### src/sv/assert_macros.svh
// Assertion macros shared by the statistics block RTL.
// Needs clk_i and rst_ni in the scope of the module that uses them.
`ifndef ASSERT_MACROS_SVH
`define ASSERT_MACROS_SVH

// Property checked at every rising clock edge outside reset.
`define ASSERT_CLK(lbl, prop, msg) \
  lbl: assert property (@(posedge clk_i) disable iff (!rst_ni) (prop)) \
    else $error(msg);

// Condition that must never be seen at a rising clock edge outside reset.
`define ASSERT_NEVER(lbl, cond, msg) \
  lbl: assert property (@(posedge clk_i) disable iff (!rst_ni) !(cond)) \
    else $error(msg);

`endif

### src/sv/ssamf_pkg.sv
// Shared types and constants for the sample statistics block.
// No dependencies; imported by the controller, the datapath and the top level.
`timescale 1ns / 1ps

package ssamf_pkg;

  localparam int unsigned SAMPLE_W = 15;

  // +/-50.0 in Q7.8
  localparam logic signed [SAMPLE_W-1:0] SAMPLE_MAX = 15'sd12800;
  localparam logic signed [SAMPLE_W-1:0] SAMPLE_MIN = -15'sd12800;

  typedef enum logic [1:0] {
    KIND_MEAN  = 2'd0,
    KIND_MIN   = 2'd1,
    KIND_MAX   = 2'd2,
    KIND_ABOVE = 2'd3
  } kind_e;

  // controller -> datapath
  typedef struct packed {
    logic load;
    logic div_start;
    logic div_step;
    logic emit_mean;
    logic emit_min;
    logic walk_rd;
    logic flush;
  } cmd_t;

  // datapath -> controller
  typedef struct packed {
    logic div_done;
    logic walk_end;
    logic rd_pend;
  } sts_t;

endpackage

### src/sv/sample_stats_above_mean_filter_core.sv
// Sample statistics core: a sample without the last flag is taken while busy stays low.
// The closing sample starts a burst; busy stays high through the one-bit-per-cycle mean
// divider, the one-entry-per-cycle buffer walk and the closing flush. Results: mean,
// min, max, then each sample above the mean.
// Each result shows for one cycle on valid_o; results cannot be stalled.
// Asynchronous active-low reset clears the count, sum, min, max and drop flag.
`timescale 1ns / 1ps

module sample_stats_above_mean_filter_core import ssamf_pkg::*; #(
  parameter int unsigned MAX_SAMPLES = 32
) (
  input  logic                       clk_i,
  input  logic                       rst_ni,
  input  logic                       start,
  input  logic signed [SAMPLE_W-1:0] sample_i,
  input  logic                       last_sample_i,
  output logic                       busy,
  output logic                       valid_o,
  output logic [1:0]                 kind_o,
  output logic signed [SAMPLE_W-1:0] value_o,
  output logic                       dropped_o,
  output logic                       last_result_o
);

  cmd_t cmd;
  sts_t sts;

  ssamf_ctrl u_ctrl (
    .clk_i        (clk_i),
    .rst_ni       (rst_ni),
    .start_i      (start),
    .last_sample_i(last_sample_i),
    .sts_i        (sts),
    .cmd_o        (cmd),
    .busy_o       (busy)
  );

  ssamf_dp #(
    .MaxSamples(MAX_SAMPLES)
  ) u_dp (
    .clk_i        (clk_i),
    .rst_ni       (rst_ni),
    .cmd_i        (cmd),
    .sts_o        (sts),
    .sample_i     (sample_i),
    .valid_o      (valid_o),
    .kind_o       (kind_o),
    .value_o      (value_o),
    .dropped_o    (dropped_o),
    .last_result_o(last_result_o)
  );

endmodule

### src/sv/ssamf_ram.sv
// Generic single-write, single-read RAM with registered read data.
// No dependencies.
`timescale 1ns / 1ps

module ssamf_ram #(
  parameter int unsigned Width = 15,
  parameter int unsigned Depth = 32,
  localparam int unsigned AddrW = (Depth > 1) ? $clog2(Depth) : 1
) (
  input  logic             clk_i,
  input  logic             we_i,
  input  logic [AddrW-1:0] waddr_i,
  input  logic [Width-1:0] wdata_i,
  input  logic             re_i,
  input  logic [AddrW-1:0] raddr_i,
  output logic [Width-1:0] rdata_o
);

  logic [Width-1:0] mem_q [Depth];
  logic [Width-1:0] rdata_q;

  always_ff @(posedge clk_i) begin
    if (we_i) begin
      mem_q[waddr_i] <= wdata_i;
    end
    if (re_i) begin
      rdata_q <= mem_q[raddr_i];
    end
  end

  assign rdata_o = rdata_q;

endmodule

### src/sv/ssamf_ctrl.sv
// Sequencer of the sample statistics block: load, divide, emit, buffer walk, flush.
// Depends on ssamf_pkg and assert_macros.svh.
`timescale 1ns / 1ps
`include "assert_macros.svh"

module ssamf_ctrl import ssamf_pkg::*; (
  input  logic clk_i,
  input  logic rst_ni,
  input  logic start_i,
  input  logic last_sample_i,
  input  sts_t sts_i,
  output cmd_t cmd_o,
  output logic busy_o
);

  typedef enum logic [6:0] {
    S_IDLE  = 7'b0000001,
    S_PREP  = 7'b0000010,
    S_DIV   = 7'b0000100,
    S_MEAN  = 7'b0001000,
    S_MIN   = 7'b0010000,
    S_WALK  = 7'b0100000,
    S_FLUSH = 7'b1000000
  } state_e;

  state_e state_q, state_d;

  always_comb begin
    state_d = state_q;
    cmd_o   = '0;
    unique case (state_q)
      S_IDLE: begin
        if (start_i) begin
          cmd_o.load = 1'b1;
          if (last_sample_i) state_d = S_PREP;
        end
      end
      S_PREP: begin
        cmd_o.div_start = 1'b1;
        state_d         = S_DIV;
      end
      S_DIV: begin
        if (sts_i.div_done) state_d = S_MEAN;
        else cmd_o.div_step = 1'b1;
      end
      S_MEAN: begin
        cmd_o.emit_mean = 1'b1;
        state_d         = S_MIN;
      end
      S_MIN: begin
        cmd_o.emit_min = 1'b1;
        state_d        = S_WALK;
      end
      S_WALK: begin
        // keep issuing reads, then let the last read data drain
        if (!sts_i.walk_end) cmd_o.walk_rd = 1'b1;
        else if (!sts_i.rd_pend) state_d = S_FLUSH;
      end
      S_FLUSH: begin
        cmd_o.flush = 1'b1;
        state_d     = S_IDLE;
      end
      default: state_d = S_IDLE;
    endcase
  end

  always_ff @(posedge clk_i or negedge rst_ni) begin
    if (!rst_ni) begin
      state_q <= S_IDLE;
    end else begin
      state_q <= state_d;
    end
  end

  assign busy_o = (state_q != S_IDLE);

  `ASSERT_CLK(a_last_item_busy, start_i && !busy_o && last_sample_i |=> busy_o,
              "closing item did not start a burst")

endmodule

### src/sv/ssamf_dp.sv
// Datapath: saturation, running sum/min/max, sample buffer, bit-serial mean
// divider, above-mean test and result register. Depends on ssamf_pkg,
// ssamf_ram and assert_macros.svh.
`timescale 1ns / 1ps
`include "assert_macros.svh"

module ssamf_dp import ssamf_pkg::*; #(
  parameter int unsigned MaxSamples = 32
) (
  input  logic                       clk_i,
  input  logic                       rst_ni,
  input  cmd_t                       cmd_i,
  output sts_t                       sts_o,
  input  logic signed [SAMPLE_W-1:0] sample_i,
  output logic                       valid_o,
  output logic [1:0]                 kind_o,
  output logic signed [SAMPLE_W-1:0] value_o,
  output logic                       dropped_o,
  output logic                       last_result_o
);

  localparam int unsigned CNT_W  = $clog2(MaxSamples + 1);
  localparam int unsigned IDX_W  = (MaxSamples > 1) ? $clog2(MaxSamples) : 1;
  // |sum| < 2^14 * 2^clog2(MaxSamples)
  localparam int unsigned SUM_W  = SAMPLE_W + $clog2(MaxSamples);
  localparam int unsigned DIV_W  = SUM_W - 1;
  localparam int unsigned DCNT_W = $clog2(DIV_W + 1);
  localparam int unsigned PROD_W = SAMPLE_W + CNT_W + 1;

  // ---- load side -------------------------------------------------------
  logic signed [SAMPLE_W-1:0] s_sat;
  logic [CNT_W-1:0]           count_q;
  logic signed [SUM_W-1:0]    sum_q;
  logic signed [SAMPLE_W-1:0] min_q, max_q;
  logic                       ovf_q;
  logic                       full, store;

  always_comb begin
    priority if (sample_i > SAMPLE_MAX) s_sat = SAMPLE_MAX;
    else if (sample_i < SAMPLE_MIN) s_sat = SAMPLE_MIN;
    else s_sat = sample_i;
  end

  assign full  = (count_q == CNT_W'(MaxSamples));
  assign store = cmd_i.load && !full;

  always_ff @(posedge clk_i or negedge rst_ni) begin
    if (!rst_ni) begin
      count_q <= '0;
      sum_q   <= '0;
      min_q   <= '0;
      max_q   <= '0;
      ovf_q   <= 1'b0;
    end else if (cmd_i.flush) begin
      count_q <= '0;
      sum_q   <= '0;
      min_q   <= '0;
      max_q   <= '0;
      ovf_q   <= 1'b0;
    end else if (cmd_i.load) begin
      if (full) begin
        ovf_q <= 1'b1;
      end else begin
        count_q <= count_q + 1'b1;
        sum_q   <= sum_q + SUM_W'(s_sat);
        if (count_q == '0 || s_sat < min_q) min_q <= s_sat;
        if (count_q == '0 || s_sat > max_q) max_q <= s_sat;
      end
    end
  end

  // ---- sample buffer ---------------------------------------------------
  logic [CNT_W-1:0]           idx_q;
  logic                       rd_vld_q;
  logic [SAMPLE_W-1:0]        rd_data;

  ssamf_ram #(
    .Width(SAMPLE_W),
    .Depth(MaxSamples)
  ) u_buf (
    .clk_i  (clk_i),
    .we_i   (store),
    .waddr_i(count_q[IDX_W-1:0]),
    .wdata_i(s_sat),
    .re_i   (cmd_i.walk_rd),
    .raddr_i(idx_q[IDX_W-1:0]),
    .rdata_o(rd_data)
  );

  always_ff @(posedge clk_i or negedge rst_ni) begin
    if (!rst_ni) begin
      idx_q    <= '0;
      rd_vld_q <= 1'b0;
    end else begin
      rd_vld_q <= cmd_i.walk_rd;
      if (cmd_i.flush) idx_q <= '0;
      else if (cmd_i.walk_rd) idx_q <= idx_q + 1'b1;
    end
  end

  // ---- restoring divider on |sum|, one quotient bit per cycle -----------
  logic [SUM_W-1:0]  sum_mag;
  logic              neg_q;
  logic [DIV_W-1:0]  quo_q;
  logic [CNT_W-1:0]  rem_q;
  logic [DCNT_W-1:0] dcnt_q;
  logic [CNT_W:0]    rem_sh, rem_sub;
  logic              ge;

  assign sum_mag = sum_q[SUM_W-1] ? SUM_W'(-sum_q) : SUM_W'(sum_q);
  assign rem_sh  = {rem_q, quo_q[DIV_W-1]};
  assign ge      = (rem_sh >= {1'b0, count_q});
  assign rem_sub = rem_sh - {1'b0, count_q};

  always_ff @(posedge clk_i) begin
    if (cmd_i.div_start) begin
      neg_q <= sum_q[SUM_W-1];
      quo_q <= sum_mag[DIV_W-1:0];
      rem_q <= '0;
    end else if (cmd_i.div_step) begin
      quo_q <= {quo_q[DIV_W-2:0], ge};
      rem_q <= ge ? rem_sub[CNT_W-1:0] : rem_sh[CNT_W-1:0];
    end
  end

  always_ff @(posedge clk_i or negedge rst_ni) begin
    if (!rst_ni) begin
      dcnt_q <= '0;
    end else if (cmd_i.div_start) begin
      dcnt_q <= DCNT_W'(DIV_W);
    end else if (cmd_i.div_step) begin
      dcnt_q <= dcnt_q - 1'b1;
    end
  end

  logic [SUM_W-1:0]    quo_ext, mean_full;
  logic [SAMPLE_W-1:0] mean_val;

  assign quo_ext   = SUM_W'(quo_q);
  assign mean_full = neg_q ? (~quo_ext + 1'b1) : quo_ext;
  assign mean_val  = mean_full[SAMPLE_W-1:0];

  // ---- above-mean test: sample * count > sum ---------------------------
  logic signed [SAMPLE_W-1:0] rd_sample;
  logic signed [CNT_W:0]      cnt_s;
  logic signed [PROD_W-1:0]   prod, sum_ext;
  logic                       hit;

  assign rd_sample = $signed(rd_data);
  assign cnt_s     = $signed({1'b0, count_q});
  assign prod      = PROD_W'(rd_sample) * PROD_W'(cnt_s);
  assign sum_ext   = PROD_W'(sum_q);
  assign hit       = rd_vld_q && (prod > sum_ext);

  // ---- result path -----------------------------------------------------
  // One result is held back so that the final one can carry the last flag.
  kind_e                      pend_kind_q;
  logic signed [SAMPLE_W-1:0] pend_val_q;
  logic                       valid_q, last_q, dropped_q;
  kind_e                      kind_q;
  logic signed [SAMPLE_W-1:0] value_q;

  always_ff @(posedge clk_i) begin
    if (cmd_i.emit_min) begin
      pend_kind_q <= KIND_MAX;
      pend_val_q  <= max_q;
    end else if (hit) begin
      pend_kind_q <= KIND_ABOVE;
      pend_val_q  <= rd_sample;
    end
  end

  always_ff @(posedge clk_i or negedge rst_ni) begin
    if (!rst_ni) begin
      valid_q <= 1'b0;
    end else begin
      valid_q <= cmd_i.emit_mean | cmd_i.emit_min | hit | cmd_i.flush;
    end
  end

  always_ff @(posedge clk_i) begin
    dropped_q <= ovf_q;
    priority if (cmd_i.emit_mean) begin
      kind_q  <= KIND_MEAN;
      value_q <= mean_val;
      last_q  <= 1'b0;
    end else if (cmd_i.emit_min) begin
      kind_q  <= KIND_MIN;
      value_q <= min_q;
      last_q  <= 1'b0;
    end else if (hit) begin
      kind_q  <= pend_kind_q;
      value_q <= pend_val_q;
      last_q  <= 1'b0;
    end else if (cmd_i.flush) begin
      kind_q  <= pend_kind_q;
      value_q <= pend_val_q;
      last_q  <= 1'b1;
    end
  end

  assign valid_o       = valid_q;
  assign kind_o        = kind_q;
  assign value_o       = value_q;
  assign dropped_o     = dropped_q;
  assign last_result_o = last_q;

  assign sts_o.div_done = (dcnt_q == '0);
  assign sts_o.walk_end = (idx_q == count_q);
  assign sts_o.rd_pend  = rd_vld_q;

  `ASSERT_NEVER(a_count_bound, count_q > CNT_W'(MaxSamples),
                "sample count beyond buffer depth")
  `ASSERT_CLK(a_quiet_after_last, valid_q && last_q |=> !valid_q,
              "result emitted after closing result")

endmodule
### config.mk
export PLATFORM = sky130hd
export DESIGN_NAME = sample_stats_above_mean_filter_core
export DESIGN_NICKNAME = d
export VERILOG_FILES = /design/src/sv/ssamf_pkg.sv /design/src/sv/sample_stats_above_mean_filter_core.sv /design/src/sv/ssamf_ram.sv /design/src/sv/ssamf_ctrl.sv /design/src/sv/ssamf_dp.sv
export VERILOG_INCLUDE_DIRS = /design/src /design/src/sv
export SDC_FILE = /design/constraint.sdc
export NUM_CORES = 1
export LEC_CHECK = 0
export ABC_AREA = 1
export BUFFER_PORTS_ARGS = -buffer_cell sky130_fd_sc_hd__buf_2
export CAP_MARGIN = 0
export CORE_UTILIZATION = 50
export DETAILED_ROUTE_END_ITERATION = 10
export PLACE_DENSITY = 0.67
export SYNTH_ARGS = -nofsm -noshare
export SYNTH_HDL_FRONTEND = slang
export SYNTH_HIERARCHICAL = 1
export SYNTH_SLANG_ARGS = --single-unit
### constraint.sdc
create_clock -name clk_i -period 8.3 [get_ports clk_i]
set_input_delay 0.415 -clock clk_i [delete_from_list [all_inputs] [get_ports clk_i]]
set_output_delay 0.415 -clock clk_i [all_outputs]
set_load 0.005 [all_outputs]
==> impl_metrics.toml <==
[sta]
worst_pin_slew_ps = 1100
timing.fmax_mhz = 139
min_period_ps = 7170
slew_headroom = 0.267
finalMaxSlewViolations = 0
tns_ps = 0
finClkSkew_ps = 18.2
fin_crit_sh = 0.864
rsz0062_at_grt = "false"
finalHoldViolations = 0
setup_viol_count_final = 0

[critical_path]
critical_path_required_ps = 8540
cp_data_arrival_time_ps = 7410
cp_max_fo = 22
setup.worst_path.start_class = "register"
critical_path.endpoint_type = "register"
slowest_delay_ps = 670
crit_slowest_cell = "dfrtp_1"
critPathKind = "register to register"
cp_common_cell = "nand2_1"

[synthesis]
ys_ff_latch = 633
synth-edff-count = 545
synth_commonest_cells = "nand2_1, edfxtp_1, nand3_1"
ys_types = 60
synthCells = 3355
synthArstFlopShare = 0.122
yosysMostFrequentCell = "nand2_1"
ys_seq_area_frac = 0.564
synth_ff_type = "edfxtp_1"
synthesis.area_um2 = 32900
ys.warnings.count = 6
syn_nets = 3567
avgSynthCellArea_um2 = 9.79
yosys-top-cells-area = "edfxtp_1, nand2_1, nand3_1"
synth_top_area_frac = 0.498
yosys.area.top_type = "edfxtp_1"

[pwr]
p_leak_nw = 15.4
p_total_mw = 12.6
p_int_mw = 7.50
swShare = 0.404
power_frac_clock = 0.229
seq_power_share = 0.321
combPwrFrac = 0.450
peakVddDrop_mv = 0.295
power_density_nw_per_um2 = 349
switchingPower_mw = 5.08

[final_layout]
fillers = 5704
seqCellArea_um2 = 18500
final_nets = 3599
utilization = 0.556
multi_input_area_um2 = 12300
syn_to_final_growth_pct = 9.55
drive_above_1_share = 0.0853

[clock_tree]
cts-root-buf = "clkbuf_16"
cts_tree = "yes"
holdBufCountCts = 1
clkLatencyLatePin_ps = 620
cts_buffer_depth = 3
ctsResizeCount = 0
cts_setup_buffers = 0
path_clk_slew_ps = 60
htree_levels = 3
cts_buffers = 67
clkSinkCount = 633

[die]
core_um2 = 64700
die_width_um = 258
pin_count = 40
num_rows = 93
die-area_um2 = 66700
die_h_um = 258
initial_core_util = 0.508

[route]
vias = 23746
drcViolationCount = 0
finalWirelength_um = 84700
wl_per_cell_um = 19.7
antenna_left = 0
vias_per_cell = 5.54
drtIter0Drc = 2413
drt_first_pass_iters = 6

[grt]
grt_pass1_vias = 22648
globalRoute.totalOverflow = 0
grt_use_total = 0.255
grt_start_max_net_pins = 183
antenna_found_initial = 4
grt_pass1_wl_um = 130000

[placement]
numPortBuffers = 39
dp_hpwl_um = 53200
place.gp.congestion = 0.923

[hold_path]
hold_path_class = "input pin to asynchronous set/reset pin"

[status]
outcome = "completed"

[flow_run]
max-cap-violations = 0
[sequential cells by signal, indices dropped and copies added, names as in the netlist, 5 cells and up]
signal,cells
u_dp/pend_val_q,15
u_ctrl/state_q,7
u_dp/value_o,15
u_dp/u_buf/rdata_o,15
u_dp/count_q,6
u_dp/idx_q,6
u_dp/dcnt_q,5
u_dp/rem_q,6
u_dp/sum_q,20
u_dp/u_buf/mem_q,480
u_dp/min_q,15
u_dp/quo_q,19
u_dp/max_q,15
[layout by cell type (no fill, tap or decap), drive strengths merged, types with 2 or more instances in the layout]
cell type,netlist,final
nand2,1050,1050
edfxtp,545,545
nand3,426,426
inv,338,341
o21ai,154,154
nor2,134,134
a21oi,129,129
ha,128,128
buf,102,108
clkbuf,44,90
dfrtp,76,76
fa,65,65
xor2,42,42
nor3,25,25
clkinv,2,20
nand4,14,14
dfxtp,11,11
xnor2,10,10
o22ai,8,8
o31ai,8,8
nor4,7,7
o211ai,6,6
bufinv,0,3
a31oi,3,3
o21bai,3,3
nor3b,3,3
a21o,2,2
a22oi,2,2
a211oi,2,2
o21a,2,2
and2,2,2
nand3b,2,2
or2,2,2
[power groups by stage]
| stage | clock network, mW | registers [mW] | logic, mW |
|---|---|---|---|
| 3_3_place_gp | 0 | 4.09 | 5.53 |
| 3_5_place_dp | 0 | 4.10 | 5.63 |
| 4_1_cts | 2.93 | 4.03 | 5.66 |
| 5_1_grt | 3.04 | 4.07 | 6.50 |
| 6_report | 2.88 | 4.04 | 5.66 |
| 2_1_floorplan | 0 | 3.98 | 4.41 |
[metrics by stage]
stage / instance area [µm²] / cells / hold slack, ps / setup slack [ps]
after global placement: 33900 / 4172 / 287 / 1250
after detailed placement: 33900 / 4172 / 290 / 1130
final: 36000 / 4289 / 230 / 1130
after CTS: 36000 / 4288 / 197 / 1110
after global routing: 36000 / 4288 / 237 / 564
after floorplan: 32900 / 3355 / 119 / 1850
[critical path, delay by kind of cell (launching register included)]
| kind | cells | cell delay [ps] |
|---|---|---|
| compound gates | 3 | 520 |
| xor+xnor | 1 | 150 |
| fa+ha+maj | 6 | 2700 |
| buf+inv | 6 | 320 |
| flops | 1 | 670 |
| simple gates | 16 | 2400 |
[metal layers]
layer / vias to the layer above / wire length [µm] / track usage
met5: - / 0 / 0
met4: 0 / 2540 / 0.0929
met3: 153 / 6010 / 0.0316
met2: 898 / 39100 / 0.408
met1: 11392 / 37000 / 0.361
li1: 11303 / - / -
[kinds of logic (layout without fill, tap and decap cells)]
group | after synthesis | count (layout) | synth area share
AOI/OAI and AO/OA | 325 | 325 | 0.0529
xor gates and xnor gates | 52 | 52 | 0.0139
adders and majority gates | 193 | 193 | 0.0884
buffers and inverters | 486 | 564 | 0.0647
DFF | 633 | 633 | 0.564
other | 0 | 1 | 0
and+or+nand+nor | 1666 | 1666 | 0.217
[path summary, 6_finish.rpt]
path,from,to,slack [ps],depth (start not counted)
worst max-delay path,u_dp/count_q[2],u_dp/value_o[7],1130,32
worst min-delay path,rst_ni,u_ctrl/state_q[1],230,2
worst max register to register,u_dp/count_q[2],u_dp/value_o[7],1130,32
worst min register to register,u_dp/pend_kind_q[0],u_dp/pend_kind_q[0],460,2
max in group asynchronous,rst_ni,u_dp/idx_q[1],6820,3
min in group clk_i,start,u_dp/ovf_q,230,5
[final cells by class]
class                   count  area share
clock buffers              90      0.0510
inverters                 340      0.0357
multi-input cells        2236       0.342
well taps                 855      0.0297
repair buffers            109      0.0205
clock inverters            25     0.00643
diodes                      1   0.0000695
flip-flops and latches    633       0.515
Power figures use the tool's default switching activity.
